### config.mk
export PLATFORM = sky130hd
export DESIGN_NAME = txs_alu
export DESIGN_NICKNAME = d
export VERILOG_FILES = /design/src/hdl/txs_pkg.sv /design/src/hdl/txs_alu.sv
export SDC_FILE = /design/constraint.sdc
export NUM_CORES = 1
export LEC_CHECK = 0
export ABC_AREA = 1
export BUFFER_PORTS_ARGS = -buffer_cell sky130_fd_sc_hd__buf_2
export CAP_MARGIN = 20
export CORE_MARGIN = 5
export CORE_UTILIZATION = 55
export DETAILED_ROUTE_END_ITERATION = 16
export GPL_TIMING_DRIVEN = 0
export PLACE_DENSITY = 0.86
export SLEW_MARGIN = 20
export SYNTH_ARGS = -nofsm -noshare
export SYNTH_HDL_FRONTEND = slang
export SYNTH_SLANG_ARGS = --single-unit
### constraint.sdc
create_clock -name vclk -period 9.6
set_input_delay 1.44 -clock vclk [all_inputs]
set_output_delay 1.44 -clock vclk [all_outputs]
set_load 0.02 [all_outputs]
### src/hdl/txs_pkg.sv
`timescale 1ns / 1ps
// Shared widths, opcode and condition codes, and stage types for the execute stage.
package txs_pkg;

   localparam int unsigned OP_W   = 4;
   localparam int unsigned CUR_W  = 10;
   localparam int unsigned IDX_W  = 11;
   localparam int unsigned WORD_W = 32;

   localparam logic [OP_W-1:0] OP_MOVE  = 4'd1;
   localparam logic [OP_W-1:0] OP_ADD   = 4'd3;
   localparam logic [OP_W-1:0] OP_SUB   = 4'd4;
   localparam logic [OP_W-1:0] OP_JUMP  = 4'd6;
   localparam logic [OP_W-1:0] OP_IF    = 4'd7;
   localparam logic [OP_W-1:0] OP_PRINT = 4'd13;
   localparam logic [OP_W-1:0] OP_READ  = 4'd14;

   localparam logic [IDX_W-1:0] CC_EQ = 11'd8;
   localparam logic [IDX_W-1:0] CC_LT = 11'd9;
   localparam logic [IDX_W-1:0] CC_GT = 11'd10;
   localparam logic [IDX_W-1:0] CC_LE = 11'd11;
   localparam logic [IDX_W-1:0] CC_GE = 11'd12;

   // Instruction fields kept for the execute cycle
   typedef struct packed {
      logic [OP_W-1:0]          op;
      logic [CUR_W-1:0]         cur;
      logic [IDX_W-1:0]         pa;
      logic [IDX_W-1:0]         pc;
      logic [IDX_W-1:0]         pd;
      logic signed [WORD_W-1:0] rv;
   } instr_type;

   typedef struct packed {
      logic [IDX_W-1:0]         next_index;
      logic                     print_valid;
      logic signed [WORD_W-1:0] print_value;
      logic                     finished;
   } rsp_type;

   typedef struct packed {
      logic              en;
      logic [WORD_W-1:0] data;
   } wb_type;

   // 1-based target to 0-based index, zero saturates
   function automatic logic [IDX_W-1:0] target_to_index(input logic [IDX_W-1:0] target);
      logic [IDX_W-1:0] idx;
      idx = (target == '0) ? '0 : target - IDX_W'(1);
      return idx;
   endfunction

endpackage

### src/hdl/txs_alu.sv
`timescale 1ns / 1ps
// Execute logic: arithmetic, compare, next index and writeback value for one instruction.
module txs_alu (
   input  txs_pkg::instr_type                 instr,
   input  logic [txs_pkg::WORD_W-1:0]         opnd_x,
   input  logic [txs_pkg::WORD_W-1:0]         opnd_y,
   input  logic [txs_pkg::IDX_W-1:0]          program_length,
   output txs_pkg::rsp_type                   result,
   output txs_pkg::wb_type                    wb
);

   logic                         cond;
   logic [txs_pkg::IDX_W-1:0]    next_index;

   always_comb begin
      unique case (instr.pc)
         txs_pkg::CC_EQ: cond = ($signed(opnd_x) == $signed(opnd_y));
         txs_pkg::CC_LT: cond = ($signed(opnd_x) <  $signed(opnd_y));
         txs_pkg::CC_GT: cond = ($signed(opnd_x) >  $signed(opnd_y));
         txs_pkg::CC_LE: cond = ($signed(opnd_x) <= $signed(opnd_y));
         txs_pkg::CC_GE: cond = ($signed(opnd_x) >= $signed(opnd_y));
         default:        cond = 1'b0;
      endcase
   end

   always_comb begin
      next_index         = {1'b0, instr.cur} + txs_pkg::IDX_W'(1);
      wb.en              = 1'b0;
      wb.data            = opnd_x;
      result.print_valid = 1'b0;
      result.print_value = '0;
      unique case (instr.op)
         txs_pkg::OP_READ: begin
            wb.en   = 1'b1;
            wb.data = instr.rv;
         end
         txs_pkg::OP_MOVE: begin
            wb.en = 1'b1;
         end
         txs_pkg::OP_ADD: begin
            wb.en   = 1'b1;
            wb.data = opnd_x + opnd_y;
         end
         txs_pkg::OP_SUB: begin
            wb.en   = 1'b1;
            wb.data = opnd_x - opnd_y;
         end
         txs_pkg::OP_PRINT: begin
            result.print_valid = 1'b1;
            result.print_value = opnd_x;
         end
         txs_pkg::OP_IF: begin
            // branch when the relation fails
            if (!cond) begin
               next_index = txs_pkg::target_to_index(instr.pd);
            end
         end
         txs_pkg::OP_JUMP: begin
            next_index = txs_pkg::target_to_index(instr.pa);
         end
         default: begin
         end
      endcase
      result.next_index = next_index;
      result.finished   = (next_index >= program_length);
   end

endmodule

==> results.ini <==
[run_status]
status=finished clean

[global_routing]
track_usage=0.3297
grt_pass1_wl_um=39360
grt_overflow=0
grt_pass1_vias=8320
grt_max_degree=11
antenna_found_initial=2

[floorplanning]
fp.dieArea_um2=14180
die-width_um=119.1
start_util=0.5681
ios=232
core_um2=11520
die_h_um=119.1
fp-row-count=39

[placement]
pre_cts_ws_ns=3.094
placed_cells=1604
io_buffers=232
dpl.hpwl_um=21350
postPlaceCellArea_um2=7888
gp_congestion=1.005

[final_layout]
seqCellArea_um2=0
finalNonFillerCells=1606
final_nets=1696
fin_util=0.6854
seq_cell_count=0
drive_gt1_frac=0.2409
clkbuf_count=0
areaGrowthSynthToFinish_pct=20.63
n_fill_cell=1197
fin_area_um2=7893

[timing]
fin_crit_sh=0.6824
setup_tns_ns=0
timing.fmax_ghz=0.1526
tightest_slew_ns=1.022
rsz0062_at_grt=false
setup_viol_count_final=0
slew_headroom=0.3159
setup_slack_ns=3.049
final.min_clock_period_ns=6.551
slew_viol_final=0
holdWs_ns=3.207
hold_viol_final=0

[logic_synthesis]
yosysTopAreaCellShare=0.1473
syn_area_um2=6543
synth_warnings=0
synth_top_cell_by_area=ha_1
synth-compound-area-share=0.2354
synth_top_family_by_area=simple AND/OR/NAND/NOR gates
ys_seq_area_frac=0
synthMuxAreaShare=0
ys_top_cells_by_area=ha_1 15%, inv_1 13%, nand2_1 13%
synthXorXnorAreaFrac=0.02945
synth-adder-area-share=0.1534
syn_area_per_cell_um2=5.323
synth.distinct_cells=42
yosys.area_share.simple=0.4159
synth_cells=1229
syn-num-nets=1462

[route]
firstDrtPassIters=5
drt_iter0_drc=747
routedWlPerCell_um=15.40
ant_nets=0
dr_total_vias=8827
detail_route.drc_violations=0
vias_per_cell=5.496
drt_wl_total_um=24740

[worst_setup_path]
endpoint_kind=output pin
cp-startpoint=opnd_x[0]
critical-path-max-stage-delay_ns=0.38
startpoint_type=input port
crit_fanout=10
critPathRequiredTime_ns=8.16
crit_path_top_delay_cell=fa_1
worstSetupPathType=in2out
arrival_ns=5.11
cp-endpoint=result[0]

[power]
p_leak_nw=4.594
power_mw=0.4229
powerDensity_nw_per_um2=53.59
peakVddDrop_v=0.00003274

[clocking]
cts-resized-gates=0
holdBufCountCts=0
post_cts_buffers=0

[min_path]
hp-class=in2out
hold_path_depth=4

[job]
max_cap_viol_count=0

==> cell type report <==
class / count / area, um2 / share of cell area
multi-input cells: 955 / 5463 / 0.6921
repair buffers: 232 / 1161 / 0.1471
inverters: 238 / 893.4 / 0.1132
plain buffers: 36 / 191.4 / 0.02425
well taps: 143 / 178.9 / 0.02267
diodes: 2 / 5.005 / 0.0006341
==> layout by cell type, fill, tap and decap left out, drive strengths merged <==
master,Yosys,final
a211oi,7,7
a21boi,1,1
a21o,8,8
a21oi,132,132
a221oi,3,3
a22oi,1,1
a31o,3,3
a31oi,3,3
and2,1,1
and3,1,1
buf,23,255
clkbuf,13,13
diode,0,2
fa,2,2
ha,77,77
inv,238,238
nand2,258,258
nand3,84,84
nand3b,6,6
nand4,27,27
nor2,160,160
nor3,20,20
nor3b,4,4
nor4,7,7
o2111ai,6,6
o211ai,3,3
o21a,4,4
o21ai,94,94
o21bai,7,7
o31ai,1,1
or2,11,11
or3,2,2
xnor2,8,8
xor2,14,14
==> where the power goes <==
group          switching, mW  internal (mW)
sequential                 0              0
clock                      0   0.0000000278
combinational          0.280          0.143
total                  0.280          0.143
==> per-layer routing <==
layer / vias up / global-route usage / part of all wire / wire length, um
met5: - / 0 / 0 / 0
met4: 0 / 0.1369 / 0.049 / 1215
met3: 74 / 0.06019 / 0.098 / 2430
met2: 415 / 0.5708 / 0.46 / 11270
met1: 3889 / 0.4005 / 0.40 / 9827
li1: 4449 / - / - / -
==> cell usage after synthesis, types with 6 or more instances <==
library cell	n
nor4_1	7
nor2_4	6
o2111ai_1	6
nand3b_1	6
inv_1	230
a21o_1	8
a211oi_1	7
or2_2	9
nand2_1	227
ha_1	77
xnor2_1	8
a21oi_1	120
a21oi_2	12
nor2_1	151
clkbuf_1	13
buf_4	6
nand3_1	60
nand3_2	24
xor2_1	14
nor3_1	20
o21ai_0	94
o21bai_1	7
nand2_2	31
buf_2	15
nand4_1	27
inv_2	8
==> worst min path at each step <==
| stage | from | to | slack, ns |
|---|---|---|---|
| after floorplan | opnd_x[11] | result[12] | 3.00 |
| after global placement | instr[16] | wb[16] | 3.20 |
| after detailed placement | instr[8] | wb[8] | 3.21 |
| after CTS | instr[8] | wb[8] | 3.21 |
| after global routing | instr[8] | wb[8] | 3.24 |
| final | instr[8] | wb[8] | 3.21 |
==> cell families after synthesis <==
kind of cell | Yosys count
AOI/OAI and AO/OA | 273
and+or+nand+nor | 581
adders and majority gates | 79
buffers and inverters | 274
xor gates and xnor gates | 22
==> critical path: cells and delay by family <==
family	cells	cell delay, ns
adder cells (fa/ha/maj)	3	0.86
AND/OR/NAND/NOR	14	1.19
buffers and inverters	7	0.75
AO/OA/AOI/OAI	6	0.85
(Power assumes the default switching activity.)
